<file path="src/sv/wgm_pkg.sv">
`default_nettype none
package wgm_pkg;

  localparam int GradW   = 16;
  localparam int WeightW = 16;
  localparam int QuoW    = 16;
  localparam int DenW    = WeightW + 1;
  localparam int DvdW    = DenW + QuoW;
  localparam int ProdW   = WeightW + GradW + 1;
  localparam int SumW    = ProdW + 1;

  typedef struct packed {
    logic signed [GradW-1:0] grad_a_x;
    logic signed [GradW-1:0] grad_a_y;
    logic [WeightW-1:0]      weight_a;
    logic                    valid_a;
    logic signed [GradW-1:0] grad_b_x;
    logic signed [GradW-1:0] grad_b_y;
    logic [WeightW-1:0]      weight_b;
    logic                    valid_b;
  } in_beat_t;

  typedef struct packed {
    logic signed [GradW-1:0] merged_x;
    logic signed [GradW-1:0] merged_y;
    logic [WeightW-1:0]      merged_weight;
    logic                    merged_valid;
  } out_beat_t;

  // products of the first stage
  typedef struct packed {
    logic signed [ProdW-1:0] prod_ax;
    logic signed [ProdW-1:0] prod_ay;
    logic signed [ProdW-1:0] prod_bx;
    logic signed [ProdW-1:0] prod_by;
    logic [2*WeightW-1:0]    prod_w;
    logic [DenW-1:0]         den;
    logic                    ok;
  } prod_t;

  // one lane of a restoring divider
  typedef struct packed {
    logic [DenW-1:0] rem;
    logic [QuoW-1:0] dvd_lo;
    logic [QuoW-1:0] quo;
  } div_lane_t;

  typedef struct packed {
    div_lane_t       x;
    div_lane_t       y;
    div_lane_t       w;
    logic [DenW-1:0] den;
    logic            neg_x;
    logic            neg_y;
    logic            ok;
  } div_t;

  // quotient is known to fit QuoW bits, so the top part starts below den
  function automatic div_lane_t div_init(logic [DvdW-1:0] dvd);
    div_lane_t res;
    res.rem    = dvd[DvdW-1:QuoW];
    res.dvd_lo = dvd[QuoW-1:0];
    res.quo    = '0;
    return res;
  endfunction

  function automatic div_lane_t div_step(div_lane_t lane, logic [DenW-1:0] den);
    logic [DenW:0] trial;
    div_lane_t     res;
    trial      = {lane.rem, lane.dvd_lo[QuoW-1]};
    res.dvd_lo = {lane.dvd_lo[QuoW-2:0], 1'b0};
    if (trial >= {1'b0, den}) begin
      res.rem = DenW'(trial - {1'b0, den});
      res.quo = {lane.quo[QuoW-2:0], 1'b1};
    end else begin
      res.rem = trial[DenW-1:0];
      res.quo = {lane.quo[QuoW-2:0], 1'b0};
    end
    return res;
  endfunction

endpackage
`default_nettype wire

</file>
<file path="src/sv/wgm_div_step.sv">
`default_nettype none
module wgm_div_step (
  input  logic          clk_i,
  input  logic          rst_ni,
  input  logic          valid_i,
  output logic          ready_o,
  input  wgm_pkg::div_t data_i,
  output logic          valid_o,
  input  logic          ready_i,
  output wgm_pkg::div_t data_o
);
  import wgm_pkg::*;

  logic valid_q;
  div_t data_d, data_q;

  assign ready_o = ~valid_q | ready_i;

  // one quotient bit for each of the three lanes
  always_comb begin
    data_d   = data_i;
    data_d.x = div_step(data_i.x, data_i.den);
    data_d.y = div_step(data_i.y, data_i.den);
    data_d.w = div_step(data_i.w, data_i.den);
  end

  always_ff @(posedge clk_i or negedge rst_ni) begin
    if (!rst_ni) begin
      valid_q <= 1'b0;
    end else if (ready_o) begin
      valid_q <= valid_i;
    end
  end

  always_ff @(posedge clk_i) begin
    if (ready_o && valid_i) data_q <= data_d;
  end

  assign valid_o = valid_q;
  assign data_o  = data_q;

endmodule
`default_nettype wire

</file>
<file path="config.mk">
export PLATFORM = sky130hd
export DESIGN_NAME = wgm_div_step
export DESIGN_NICKNAME = d
export VERILOG_FILES = /design/src/sv/wgm_pkg.sv /design/src/sv/wgm_div_step.sv
export SDC_FILE = /design/constraint.sdc
export NUM_CORES = 1
export LEC_CHECK = 0
export BUFFER_PORTS_ARGS = -buffer_cell sky130_fd_sc_hd__buf_2
export CAP_MARGIN = 10
export CORE_ASPECT_RATIO = 1.5
export CORE_UTILIZATION = 40
export DETAILED_ROUTE_END_ITERATION = 10
export GPL_TIMING_DRIVEN = 0
export PLACE_DENSITY = 0.64
export SYNTH_ARGS = -nofsm -noshare
export SYNTH_HDL_FRONTEND = slang
export SYNTH_SLANG_ARGS = --single-unit
export TNS_END_PERCENT = 30
</file>
<file path="constraint.sdc">
create_clock -name clk_i -period 5.8 [get_ports clk_i]
set_input_delay 1.16 -clock clk_i [delete_from_list [all_inputs] [get_ports clk_i]]
set_output_delay 1.16 -clock clk_i [all_outputs]
set_load 0.005 [all_outputs]
</file>
# Word-level counts from Yosys, hierarchy flattened

Cells that the tools add are included.

Bitwise gates (word level): 2
Reduce and logical (&&, ||, !) cells: 1
Multiplexer cells: 6
Add/subtract/negate cells: 3
Order comparisons: 3

Operators by type and width:

| kind                                                           | count |
|---|---|
| 18-bit by 17-bit greater-or-equal comparator with 1-bit output | 3 |
| 17-bit two-way mux                                             | 3 |
| 17-bit subtractor                                              | 3 |
| 1-bit two-way mux                                              | 3 |
| 1-bit logical AND                                              | 1 |
| 1-bit inverter                                                 | 1 |
| 1-bit bitwise OR                                               | 1 |

Flip-flop bits (word level): 165
Input port bits: 171
Word-level logic and storage cells: 29

# Depth between registers and ports, before layout

Depth after elaboration: 3
Depth in mapped cells: 12
Mapped depth without buffers: 11

# Least setup slack after synthesis

No wires, ideal clock.

Path type: in2reg
Start: input ready_i
End: register data_q (netlist bit data_o[0]) (enable)
Cell stages on the path: 2
Path slack: 0.176 ns
Data arrival time: 5.080 ns
Required time: 5.256 ns
Buffers on the path: 0
Path through: nand2b_1 -> and2_1

Longest elaborated chain between the ends: 2

Ends and longest elaborated chain:

| what                 | RTL line           | RTL |
|---|---|---|
| start, declared      | wgm_div_step.sv:9  | `input logic ready_i,` |
| 1-bit bitwise OR     | wgm_div_step.sv:17 | `assign ready_o = ~valid_q \| ready_i;` |
| 1-bit logical AND    | wgm_div_step.sv:36 | `if (ready_o && valid_i) data_q <= data_d;` |
| end signal, assigned | wgm_div_step.sv:36 |  |
| end, declared        | wgm_div_step.sv:15 | `div_t data_d, data_q;` |

Every way passes these cells.
A chain may end at the register's enable or synchronous reset.

==> flow_summary_export.csv <==
group,metric,value,unit
min_path,min_path_type,"in2async",
sta,maxSlewHeadroom,39.4,%
synth,synth_area,8410,um^2
pwr,clkPwrFrac,33.7,%
route,drc,0,
critical_path,cp_max_fo,10,
cells_and_area,drive_gt1_share,42.3,%
pwr,ir_drop,0.162,mV
clock_network,cts.sink_count,165,
synth,synthCells,629,
floorplan,core-area,20500,um^2
pwr,pwr-share-comb,21.0,%
global_routing,grt_pass1_wl,38.9,mm
sta,tightest_slew,0.908,ns
clock_network,clockBufferDepth,2,
synth,ys_warn_count,0,
global_routing,overflow,0,
sta,fin_crit_sh,66.4,%
pwr,switching_power,0.865,mW
pwr,power.leakage,4.82,nW
critical_path,crit_required,5.96,ns
floorplan,std_cell_rows,64,
pwr,p_int,2.34,mW
sta,period_minus_slack,3.85,ns
synth,syn_area_per_cell,13.4,um^2
clock_network,clkSlewWorstSetupHoldPaths,0.06,ns
route,drt_wl_total,26.6,mm
synth,synth_edf_count,164,
floorplan,die_h,180,um
sta,report.final.setup_viol,0,
synth,ys_seq_area_share,58.9,%
synth,async_reset_ff_share,0.606,%
place,dp_hpwl,21.5,mm
global_routing,grt_pass1_vias,6764,
outcome,outcome,"completed",
cells_and_area,final_common_cell,"buf_2",
run,cap_viol_max_count,0,
clock_network,cts.htree.levels,4,
clock_network,cts-root-buf,"clkbuf_16",
floorplan,die_w,120,um
floorplan,dieArea,21600,um^2
pwr,switching_share,27.0,%
cells_and_area,area_delta_synth_final,31.0,%
sta,hold_viol_final,0,
place,io_buffer_count,333,
clock_network,cts_tree,"done",
sta,fin_tns_setup,0,ns
route,final_antenna_net_count,0,
sta,timing.final.ws_setup,1.95,ns
critical_path,start_kind,"primary input",
cells_and_area,nets,1210,
sta,fin_skew,0.00856,ns
synth,synth_seq_cells,165,
critical_path,end_kind,"flop",
clock_network,post_cts_buffers,0,
cells_and_area,fill_cells,1846,
pwr,finalPower,3.20,mW
cells_and_area,layout_common_cells,"335 x buf_2, 164 x edfxtp_1, 51 x a21oi_1, 51 x ha_1, 38 x nand2_1",
pwr,p_per_area,291,nW/um^2
global_routing,antenna_found_initial,2,
sta,fin_hold_ws,0.504,ns
cells_and_area,final_util,53.7,%
route,vias,6590,
sta,rsz0062_at_grt,"false",
place,gp_congestion,0.899,
route,firstDrtPassIters,4,
global_routing,grt_start_max_net_pins,66,
synth,synth_ff_type,"edfxtp_1",
clock_network,cts_resized,0,
floorplan,ioPinCount,340,
critical_path,worst-setup-path-type,"in2reg",
clock_network,hold_buffers,0,
place,dp_slack,1.46,ns
critical_path,crit_arrival,4.01,ns
pwr,pwr-share-seq,45.2,%
clock_network,clock_latency,0.43,ns
global_routing,track_usage,24.8,%
floorplan,initial_utilization,41.0,%
route,wl_per_cell,21.0,um
clock_network,cts_buffers,17,
route,via_per_inst,5.22,
synth,yosysUniqueCellTypes,71,
sta,timing.fmax,260,MHz
sta,finalMaxSlewViolations,0,
route,drt_iter0_markers,363,
==> metrics by stage <==
stage	std cells	cell area (um^2)
after floorplan	631	8410
after global placement	1228	10400
after detailed placement	1230	10500
after CTS	1262	11000
after global routing	1262	11000
final	1263	11000
==> final timing paths <==
| path | from | endpoint | slack [ns] | cells after the start |
|---|---|---|---|---|
| worst max register to register | valid_o | data_o[17] | 3.55 | 4 |
| worst min-delay path | rst_ni | valid_o | 0.50 | 1 |
| worst min register to register | valid_o | valid_o | 0.53 | 2 |
| min in group clk_i | valid_o | valid_o | 0.53 | 2 |
| worst max-delay path | data_i[4] | data_o[155] | 1.95 | 11 |
| max in group asynchronous | rst_ni | valid_o | 5.21 | 1 |
==> critical path: stages <==
cell and delay (ns):
buf_2 0.10, inv_1 0.18, fa_1 0.54, a21o_1 0.21
a221oi_2 0.37, a2111oi_0 0.20, nor3_2 0.60, inv_2 0.22
buf_2 0.27, nor2_1 0.10, a21oi_1 0.06
==> power groups by stage <==
| stage | sequential, mW | combinational [mW] | clock (mW) |
|---|---|---|---|
| after floorplan | 1.50 | 0.387 | 0 |
| after global placement | 1.49 | 0.659 | 0 |
| after detailed placement | 1.47 | 0.673 | 0 |
| after CTS | 1.45 | 0.678 | 1.11 |
| after global routing | 1.46 | 0.738 | 1.15 |
| final | 1.45 | 0.674 | 1.08 |
==> logic make-up (layout without fill, tap and decap cells) <==
kind of cell / Yosys count / count (layout) / share of synthesized area (%)
AND/OR/NAND/NOR: 121 / 121 / 7.08
other: 1 / 4 / 0.0446
flip-flops: 165 / 165 / 58.9
multiplexers: 38 / 38 / 5.79
XOR/XNOR: 36 / 36 / 3.75
buffers and inverters: 53 / 420 / 2.99
AO/OA/AOI/OAI: 161 / 161 / 13.2
adder cells (fa/ha/maj): 54 / 54 / 8.30
==> cell type report <==
type                            count  area [um^2]  share of cell area (%)
Buffer                             23          136                    1.24
Tap cell                          264          330                    3.00
Sequential cell                   165         4950                    44.9
Clock buffer                       21          450                    4.09
Timing Repair Buffer              335         1710                    15.6
Inverter                           30          115                    1.04
Clock inverter                     11          101                   0.920
Antenna cell                        1         2.50                  0.0227
Multi-Input combinational cell    413         3220                    29.2
==> flip-flops by register name, summed over array words and instances, names as in the netlist <==
name and cells:
valid_o 1, data_o 164
==> synth_stat cells, drive strengths merged, types with 5 or more instances <==
cell	n	area share [%]
o21bai	5	0.45
xnor2	17	1.8
mux2	34	5.3
buf	8	0.94
nor2	29	1.3
nand3	11	0.65
ha	51	7.6
a21oi	53	3.4
a211oi	8	0.77
o21a	10	0.89
o21ai	24	1.4
nor3	8	0.54
inv	30	1.4
edfxtp	164	59
a21o	23	2.1
xor2	19	2.0
clkbuf	15	0.68
nand4	14	1.0
nand2	38	1.7
==> layer usage <==
layer	share of wire, %	GRT usage, %	routed length (um)
met2	51	45.0	13700
met3	12	12.4	3250
met5	0.041	0	11
met1	33	23.2	8890
met4	2.8	9.68	754
No activity file was read; power rests on OpenSTA's default activity.
