===== config.mk =====
export PLATFORM = sky130hd
export DESIGN_NAME = wgm_back
export DESIGN_NICKNAME = d
export VERILOG_FILES = /design/src/sv/wgm_pkg.sv /design/src/sv/wgm_back.sv
export SDC_FILE = /design/constraint.sdc
export NUM_CORES = 1
export LEC_CHECK = 0
export BUFFER_PORTS_ARGS = -buffer_cell sky130_fd_sc_hd__buf_2
export CAP_MARGIN = 10
export CORE_ASPECT_RATIO = 1.2
export CORE_MARGIN = 8
export CORE_UTILIZATION = 41
export CTS_CLUSTER_DIAMETER = 40
export DETAILED_ROUTE_END_ITERATION = 12
export GPL_TIMING_DRIVEN = 1
export PLACE_DENSITY = 0.86
export SLEW_MARGIN = 20
export SYNTH_ARGS = -nofsm -noshare
export SYNTH_HDL_FRONTEND = slang
export SYNTH_SLANG_ARGS = --single-unit

===== constraint.sdc =====
create_clock -name clk_i -period 4.4 [get_ports clk_i]
set_input_delay 0.88 -clock clk_i [delete_from_list [all_inputs] [get_ports clk_i]]
set_output_delay 0.88 -clock clk_i [all_outputs]
set_load 0.1 [all_outputs]

===== src/sv/wgm_pkg.sv =====
`default_nettype none
package wgm_pkg;

  localparam int GradW   = 16;
  localparam int WeightW = 16;
  localparam int QuoW    = 16;
  localparam int DenW    = WeightW + 1;
  localparam int DvdW    = DenW + QuoW;
  localparam int ProdW   = WeightW + GradW + 1;
  localparam int SumW    = ProdW + 1;

  typedef struct packed {
    logic signed [GradW-1:0] grad_a_x;
    logic signed [GradW-1:0] grad_a_y;
    logic [WeightW-1:0]      weight_a;
    logic                    valid_a;
    logic signed [GradW-1:0] grad_b_x;
    logic signed [GradW-1:0] grad_b_y;
    logic [WeightW-1:0]      weight_b;
    logic                    valid_b;
  } in_beat_t;

  typedef struct packed {
    logic signed [GradW-1:0] merged_x;
    logic signed [GradW-1:0] merged_y;
    logic [WeightW-1:0]      merged_weight;
    logic                    merged_valid;
  } out_beat_t;

  // products of the first stage
  typedef struct packed {
    logic signed [ProdW-1:0] prod_ax;
    logic signed [ProdW-1:0] prod_ay;
    logic signed [ProdW-1:0] prod_bx;
    logic signed [ProdW-1:0] prod_by;
    logic [2*WeightW-1:0]    prod_w;
    logic [DenW-1:0]         den;
    logic                    ok;
  } prod_t;

  // one lane of a restoring divider
  typedef struct packed {
    logic [DenW-1:0] rem;
    logic [QuoW-1:0] dvd_lo;
    logic [QuoW-1:0] quo;
  } div_lane_t;

  typedef struct packed {
    div_lane_t       x;
    div_lane_t       y;
    div_lane_t       w;
    logic [DenW-1:0] den;
    logic            neg_x;
    logic            neg_y;
    logic            ok;
  } div_t;

  // quotient is known to fit QuoW bits, so the top part starts below den
  function automatic div_lane_t div_init(logic [DvdW-1:0] dvd);
    div_lane_t res;
    res.rem    = dvd[DvdW-1:QuoW];
    res.dvd_lo = dvd[QuoW-1:0];
    res.quo    = '0;
    return res;
  endfunction

  function automatic div_lane_t div_step(div_lane_t lane, logic [DenW-1:0] den);
    logic [DenW:0] trial;
    div_lane_t     res;
    trial      = {lane.rem, lane.dvd_lo[QuoW-1]};
    res.dvd_lo = {lane.dvd_lo[QuoW-2:0], 1'b0};
    if (trial >= {1'b0, den}) begin
      res.rem = DenW'(trial - {1'b0, den});
      res.quo = {lane.quo[QuoW-2:0], 1'b1};
    end else begin
      res.rem = trial[DenW-1:0];
      res.quo = {lane.quo[QuoW-2:0], 1'b0};
    end
    return res;
  endfunction

endpackage
`default_nettype wire


===== src/sv/wgm_back.sv =====
`default_nettype none
module wgm_back (
  input  logic               clk_i,
  input  logic               rst_ni,
  input  logic               valid_i,
  output logic               ready_o,
  input  wgm_pkg::div_t      data_i,
  output logic               valid_o,
  input  logic               ready_i,
  output wgm_pkg::out_beat_t data_o
);
  import wgm_pkg::*;

  logic      valid_q;
  out_beat_t data_d, data_q;
  logic      keep;

  assign ready_o = ~valid_q | ready_i;

  // restore signs, drop everything on an invalid merge
  always_comb begin
    keep = data_i.ok & (data_i.w.quo != '0);
    data_d.merged_x      = '0;
    data_d.merged_y      = '0;
    data_d.merged_weight = '0;
    data_d.merged_valid  = 1'b0;
    if (keep) begin
      data_d.merged_x      = data_i.neg_x ? GradW'(-data_i.x.quo) : GradW'(data_i.x.quo);
      data_d.merged_y      = data_i.neg_y ? GradW'(-data_i.y.quo) : GradW'(data_i.y.quo);
      data_d.merged_weight = WeightW'(data_i.w.quo);
      data_d.merged_valid  = 1'b1;
    end
  end

  always_ff @(posedge clk_i or negedge rst_ni) begin
    if (!rst_ni) begin
      valid_q <= 1'b0;
    end else if (ready_o) begin
      valid_q <= valid_i;
    end
  end

  always_ff @(posedge clk_i) begin
    if (ready_o && valid_i) data_q <= data_d;
  end

  assign valid_o = valid_q;
  assign data_o  = data_q;

endmodule
`default_nettype wire


## Word level (Yosys, flattened, before mapping)

Cells that the tools add are included.

| word-level totals | value |
|---|---|
| register bits | 50 |
| input port bits | 171 |

| operators by class | value |
|---|---|
| add/subtract/negate cells | 2 |
| multiplexer cells | 3 |
| bitwise logic cells | 3 |
| reductions and logical operators | 2 |

Operators with widths:

| operator | count |
|---|---|
| $mux 16 | 2 |
| $neg 16->16 | 2 |
| $reduce_bool 16->1 | 1 |
| $and 1x1->1 | 1 |
| $logic_and 1x1->1 | 1 |
| $mux 1 | 1 |
| $not 1->1 | 1 |
| $or 1x1->1 | 1 |

## Logic depth before layout (Yosys ltp)

Gate-level depths: netlist of run 1.

| logic depth | value |
|---|---|
| depth in word-level cells | 3 |
| mapped depth | 6 |

## Least setup slack after synthesis of run 1

Ideal clock, no wire load.

| timing path | value |
|---|---|
| kind | input to register |
| from | in ready_i |
| to | reg data_q, in the netlist data_o[0] (enable) |
| arrival time | 2.976 ns |
| data required time | 3.989 ns |
| setup slack | 1.013 ns |
| cell stages on the path | 2 |
| path buffers | 0 |
| path through | nand2b_1 and2_1 |

| between the ends | value |
|---|---|
| cells in the longest elaborated chain, start to end | 2 |

RTL lines:

| element | line | text |
|---|---|---|
| start, declared | wgm_back.sv:9 | `input logic ready_i,` |
| $or 1x1->1 | wgm_back.sv:18 | `assign ready_o = ~valid_q \| ready_i;` |
| $logic_and 1x1->1 | wgm_back.sv:44 | `if (ready_o && valid_i) data_q <= data_d;` |
| end signal, assigned | wgm_back.sv:44 |  |
| end, declared | wgm_back.sv:15 | `out_beat_t data_d, data_q;` |

Every way passes these cells.
A chain may end at the register's enable or synchronous reset.

## Worst setup path in the final report of run 1

| timing path | value |
|---|---|
| from | in data_i[73] (netlist name) |
| to | reg data_q, in the netlist data_o[32], data pin |

| between the ends | value |
|---|---|
| cells in the longest elaborated chain, start to end | 2 |

RTL lines:

| element | line | text |
|---|---|---|
| start, declared | wgm_back.sv:7 | `input wgm_pkg::div_t data_i,` |
| $neg 16->16 | wgm_back.sv:29 | `data_d.merged_y = data_i.neg_y ? GradW'(-data_i.y.quo) : GradW'(data_i.y.quo);` |
| $mux 16 | wgm_back.sv:29 |  |

Every way passes these cells.

==> qor.txt, run 1 <==
HP Class - in2async
Synthesis-to-finish area growth - 28.9%
Largest net degree at the start of global routing - 50
Post-synth net total - 382
R2R Setup Slk - 2620 ps
Num CTS Buffers - 5
DR WL met2 - 2920 um
DR top layer - met5
Gr ovfl total - 0
Setup TNS - 0 ps
Register bit total from synthesis - 50
Post_cts resized - 0
Syn avg cell area - 11.9 sq um
Max-slew violations - 0
FF-to-FF Start - valid_o
Post-synth EDFFs - 49
Sequential Power Share - 45.4%
Reg clk slew, reported paths - 100 ps
CTS Buffer Depth - 2
RSZ-0062 raised after global routing - false
Yosys warns - 0
Post-route clock period utilization - 56.1%
DRC - 0
LEAKAGE - 0.00137 uW
Final #Nets - 486
Worst reg2reg path endpoint - data_o[37]
Cell internal pwr - 799 uW
R2R depth - 2
Initial Util - 41.7%
Crit path to - data_o[32]
Max_slew headroom - 28.6%
Via count - 2019
Worst slew pin tran - 1070 ps
Sequential share of the synthesized area - 60.1%
Core ar. - 5970 sq um
DR WL met3 - 603 um
CTS Hold Bufs - 0
I/O pins - 222
Root buf cell - clkbuf_8
Htree depth - 2
CTS tree - done
Worst Setup Start Kind - primary input
Worst clock skew - 14.8 ps
Status - finished, final reports clean
Starting DRC count in detailed routing - 80
Max-Cap Viols - 0
Diode count - 0
Layout cells sized above 1 - 38.9%
Critical path arrival - 2500 ps
Yosys cell types - 32
Final Critical Period - 2470 ps
Vias in the first global route - 1981
Vias/cell - 5.10
Power per Cell Area - 390 nW/um^2
Initial antenna violation count - 1
Mapped Cells - 209
CP endpoint kind - register
Clock power frac - 25.7%
Req. time, crit path - 4430 ps
Post-DP HPWL - 4750 um
Top_reg_cell synth - edfxtp_1
Combinational power share - 28.9%
Die H - 101 um
Async SR Flop Fraction - 2.00%
Chip Width - 87.1 um
Die ar. - 8830 sq um
Setup violations, final - 0
WL/cell - 15.0 um
Peak VDD IR - 0.156 mV
Clock sink total - 50
Post-CTS Setup Bufs - 0
Switching Share - 36.1%
Tot GR Track Use - 12.8%
RePlAce Congestion - 0.830
ANT nets after route - 0
Overall Power - 1250 uW
Clk_lat worst skew - 300 ps
Row Count - 31
M1 WL - 2320 um
Crit-path max FO - 9
Sw power - 452 uW
Port Buffers - 105
Synthesized area - 2490 sq um
Fmax - 405 MHz
Crit path kind - in2reg
Routed WL - 5950 um
Drt first pass iters - 4
Critical path startpoint - data_i[73]
Final hold vios - 0
Global-route wire length before repair - 8940 um
-- flip-flops by register name, summed over array words and instances (netlist names) --
signal and flops:
valid_o 1, data_o 49
-- Yosys cell counts, drive strengths merged (3+ instances only) --
master / instances / area share (%)
a21oi: 5 / 1.0
and3: 10 / 2.5
nand2b: 3 / 0.75
edfxtp: 49 / 59
or4: 5 / 1.8
nand3: 3 / 0.60
nand3b: 3 / 0.90
o31ai: 7 / 2.3
clkbuf: 9 / 1.4
xnor2: 4 / 1.4
or2: 3 / 0.75
mux2i: 5 / 2.0
nor2: 27 / 4.1
xor2: 17 / 6.0
inv: 8 / 1.2
o41ai: 7 / 2.5
or3: 9 / 2.3
o21ai: 9 / 1.8
nor4: 8 / 2.0
and2: 7 / 1.8
-- cell type report --
class	count	area (sq um)
fillers	547	2760
well taps	82	103
repair buffers	107	541
inverters	8	30.0
multi-input cells	141	927
clock inverters	3	43.8
flip-flops and latches	50	1500
clock buffers	5	68.8
-- cells in the final DEF (no fill, tap or decap), types with 3 or more instances in the layout --
cell type | Yosys | final
or4_1 | 3 | 3
xor2_1 | 17 | 17
mux2i_1 | 5 | 5
inv_1 | 8 | 8
nand3_1 | 3 | 3
xnor2_1 | 4 | 4
nand3b_1 | 3 | 3
edfxtp_1 | 49 | 49
nor4_1 | 8 | 8
a21oi_1 | 5 | 5
buf_2 | 0 | 105
clkbuf_8 | 0 | 5
o21ai_1 | 3 | 3
and3_1 | 10 | 10
o41ai_1 | 7 | 7
o31ai_1 | 6 | 6
or3_1 | 9 | 9
o21ai_0 | 6 | 6
and2_1 | 7 | 6
nand2b_1 | 3 | 3
nor2_1 | 27 | 27
-- layer usage --
metal  up-vias  GRT usage (%)
met3        11           5.03
li1        992              -
met1       919           13.1
met4         2           4.11
met2        95           23.3
met5         -              0
-- kinds of logic (layout without fill, tap and decap cells) --
kind of cell	after synthesis	count (layout)	synth area share (%)
adders and majority gates	2	2	1.00
DFF	50	50	60.1
and+or+nand+nor	82	82	18.3
AOI/OAI and AO/OA	31	31	8.44
xor gates and xnor gates	21	21	7.39
muxes	5	5	2.01
buffers and inverters	18	123	2.71
-- critical path: stages --
cell     delay [ps]
buf_2           120
or4_1           680
o41ai_1         670
mux2i_1         140
-- stage by stage --
stage / instance area (sq um) / utilization (%) / setup slack [ps] / hold WS, ps / instances
floorplan: 2490 / - / 1010 / 584 / 209
finish: 3210 / 53.7 / 1930 / 331 / 396
CTS: 3210 / 53.7 / 1940 / 325 / 396
detailed placement: 3100 / 51.8 / 1620 / 534 / 388
global placement: 3100 / 51.8 / 1580 / 499 / 388
global route: 3210 / 53.7 / 1870 / 320 / 396
-- worst min path at each step --
stage / start / depth (start not counted) / end / slack [ps]
2_1_floorplan: rst_ni / 0 / valid_o / 580
3_3_place_gp: valid_o / 2 / valid_o / 500
4_1_cts: rst_ni / 1 / valid_o / 330
5_1_grt: rst_ni / 1 / valid_o / 320
3_5_place_dp: valid_o / 2 / valid_o / 530
6_report: rst_ni / 1 / valid_o / 330
-- power groups by stage --
stage | Sequential [uW] | Combinational, uW | Clock, uW
global placement | 577 | 358 | 0
detailed placement | 578 | 364 | 0
global route | 571 | 379 | 345
CTS | 568 | 364 | 329
finish | 568 | 362 | 322
floorplan | 791 | 73.7 | 0
Power figures use the tool's default switching activity.
==> run 2: changes to the inputs <==
--- a/config.mk
+++ b/config.mk
@@ -5,15 +5,16 @@
 export SDC_FILE = /design/constraint.sdc
 export NUM_CORES = 1
 export LEC_CHECK = 0
+export ABC_AREA = 1
 export BUFFER_PORTS_ARGS = -buffer_cell sky130_fd_sc_hd__buf_2
 export CAP_MARGIN = 10
 export CORE_ASPECT_RATIO = 1.2
 export CORE_MARGIN = 8
-export CORE_UTILIZATION = 41
+export CORE_UTILIZATION = 39
 export CTS_CLUSTER_DIAMETER = 40
 export DETAILED_ROUTE_END_ITERATION = 12
 export GPL_TIMING_DRIVEN = 1
-export PLACE_DENSITY = 0.86
+export PLACE_DENSITY = 0.8
 export SLEW_MARGIN = 20
 export SYNTH_ARGS = -nofsm -noshare
 export SYNTH_HDL_FRONTEND = slang
==> constraint.sdc (replaced) <==
create_clock -name clk_i -period 2.4 [get_ports clk_i]
set_input_delay 0.48 -clock clk_i [delete_from_list [all_inputs] [get_ports clk_i]]
set_output_delay 0.48 -clock clk_i [all_outputs]
set_load 0.1 [all_outputs]
==> run 2 against run 1 <==
  * Via count up 15%
  * Combinational power rose by 90%
  * Highest routed layer unchanged
  * Final cell count increased by 26%
  * Critical endpoint is now ready_o
  * Register-to-register slack got worse by 1400 ps
  * Count of clock-buffer cells in the layout grew 2
  * Clock power is 76% higher
  * Sequential power rose by 83%
  * Largest power group unchanged
==> qor.txt, run 2 <==
Max_slew headroom - 65.2%
Post_cts resized - 0
Drt first pass iters - 4
HP Class - in2reg
Setup violations, final - 0
Slowest cell delay on critical path - 430 ps
Syn avg cell area - 8.74 sq um
I/O pins - 222
Yosys cell types - 23
Synthesis-to-finish area growth - 28.2%
Largest net degree at the start of global routing - 50
Fmax - 582 MHz
Max-slew violations - 0
ANT nets after route - 0
Tot GR Track Use - 13.2%
Htree depth - 2
Final #Nets - 582
Worst clock skew - 2.30 ps
Hold Path Stages - 3
Post-CTS Setup Bufs - 0
Sequential share of the synthesized area - 56.7%
Row Count - 33
Root buf cell - clkbuf_8
Most common cell in the netlist - nor2_1
Global route hottest layer - met2
Routed WL - 6500 um
Clk_lat worst skew - 290 ps
Mapped Cells - 302
Chip Width - 91.1 um
RSZ-0062 raised after global routing - false
Commonest non-fill, non-tap cell in the layout - buf_2
Fin util - 50.6%
Initial Util - 39.5%
Critical path arrival - 1240 ps
Async SR Flop Fraction - 2.00%
Library cell occupying the most area in the post-synthesis netlist - edfxtp_1
GR Layer Usage met2 - 19.9%
Synthesized area - 2640 sq um
Status - finished, final reports clean
Post-DP HPWL - 5080 um
R2R Setup Slk - 1200 ps
Vias/cell - 4.64
Peak VDD IR - 0.371 mV
Die H - 106 um
Max-Cap Viols - 0
RePlAce Congestion - 0.880
Final hold vios - 0
Fillcell total - 634
CTS tree - done
Final Critical Period - 1720 ps
Global-route wire length before repair - 10400 um
Setup TNS - 0 ps
GRT met1 Usage - 16.1%
Post-route clock period utilization - 71.6%
Vias in the first global route - 2185
Post-synth top area share - 55.8%
DRC - 0
CP cell instances - nand2_1 > buf_2
Die ar. - 9670 sq um
Most instantiated cells after synthesis - nor2_1 (74), nand2_1 (50), edfxtp_1 (49), inv_1 (39), nand3_1 (28)
Crit path max-delay cell type - buf_2
Gr ovfl total - 0
Core ar. - 6690 sq um
Power per Cell Area - 678 nW/um^2
Via count - 2312
Clock sink total - 50
CTS Buffer Depth - 2
Max reg flops - 49
Post-synth net total - 475
Top_reg_cell synth - edfxtp_1
CP endpoint kind - primary output
Post-synth EDFFs - 49
Placed Cells incl. Taps - 488
R2R depth - 2
Synth top area cells - edfxtp_1 (56%), nor2_1 (11%), nand2_1 (7.1%)
Crit path kind - reg2out
Worst slew pin tran - 526 ps
WL/cell - 13.1 um
Initial antenna violation count - 2
Most frequent cells in the layout - buf_2 (105), nor2_1 (74), nand2_1 (50)
Worst Setup Start Kind - register
Crit-path max FO - 3
Port Buffers - 105
GR met3 Demand/Resource - 6.41%
Starting DRC count in detailed routing - 116
Layout cells sized above 1 - 30.0%
Reg clk slew, reported paths - 80 ps
Yosys warns - 0
Num CTS Buffers - 5
Req. time, crit path - 1920 ps
LEAKAGE - 0.00162 uW
Register bit total from synthesis - 50
CTS Hold Bufs - 1
Post-route insts no fill - 498
## run 2: changes by cell type after synthesis, sizes merged, moves of 8 or more
cell | before | now
inv | 8 | 41
nand2 | 2 | 53
a21oi | 5 | 15
and3 | 10 | 0
xor2 | 17 | 9
nor4 | 8 | 0
nor2 | 27 | 77
nand3 | 3 | 28
or3 | 9 | 0
clkbuf | 9 | 1
## run 2: where the power goes
group	total, uW	internal, uW	switching, uW	leakage (uW)
logic	688	127	562	0.00108
clock network	568	312	256	0.0000525
registers	1040	1030	13.7	0.000491
total	2300	1460	831	0.00162
## run 2: path summary, 6_finish.rpt
path,start,to
worst max-delay path,valid_o,ready_o
worst min-delay path,valid_i,valid_o
worst max register to register,valid_o,data_o[47]
worst min register to register,valid_o,valid_o
max in group asynchronous,rst_ni,valid_o
min in group asynchronous,rst_ni,valid_o
## run 2: logic make-up (layout without fill, tap and decap cells)
| family | count (synthesis) | count (layout) | share of synthesized area [%] |
|---|---|---|---|
| AO/OA/AOI/OAI | 21 | 21 | 4.50 |
| buffers and inverters | 49 | 157 | 7.63 |
| AND/OR/NAND/NOR | 171 | 171 | 27.2 |
| XOR/XNOR | 9 | 9 | 2.99 |
| flip-flops | 50 | 50 | 56.7 |
| adder cells (fa/ha/maj) | 2 | 2 | 0.948 |
| other | 0 | 1 | 0 |
## run 2: worst max-delay path: cells and delay by family (launching register included)
kind,cells,cell delay (ps)
flops,1,420
buf+inv,1,430
simple gates,1,100
## run 2: final cells by class
class | count | area (sq um) | area share [%]
flip-flops and latches | 50 | 1500 | 44.2
multi-input cells | 203 | 952 | 28.1
repair buffers | 108 | 563 | 16.6
inverters | 41 | 154 | 4.55
well taps | 87 | 109 | 3.22
clock buffers | 7 | 76.3 | 2.26
clock inverters | 1 | 30.0 | 0.888
diodes | 1 | 2.50 | 0.0740
## run 2: metal layers
metal | vias to the layer above | routed length [um] | part of all wire, %
li1 | 1194 | - | -
met1 | 1013 | 2820 | 43
met2 | 90 | 2890 | 44
met3 | 11 | 696 | 11
met4 | 4 | 85 | 1.3
met5 | - | 16 | 0.25
## run 2: stage by stage
| stage | total power [uW] | setup WS, ps | area [sq um] | hold slack (ps) |
|---|---|---|---|---|
| 2_1_floorplan | 1610 | 132 | 2650 | 184 |
| 3_3_place_gp | 1740 | 503 | 3260 | 255 |
| 3_5_place_dp | 1750 | 481 | 3260 | 255 |
| 4_1_cts | 2320 | 663 | 3380 | 407 |
| 5_1_grt | 2390 | 643 | 3380 | 425 |
| 6_report | 2300 | 680 | 3380 | 417 |
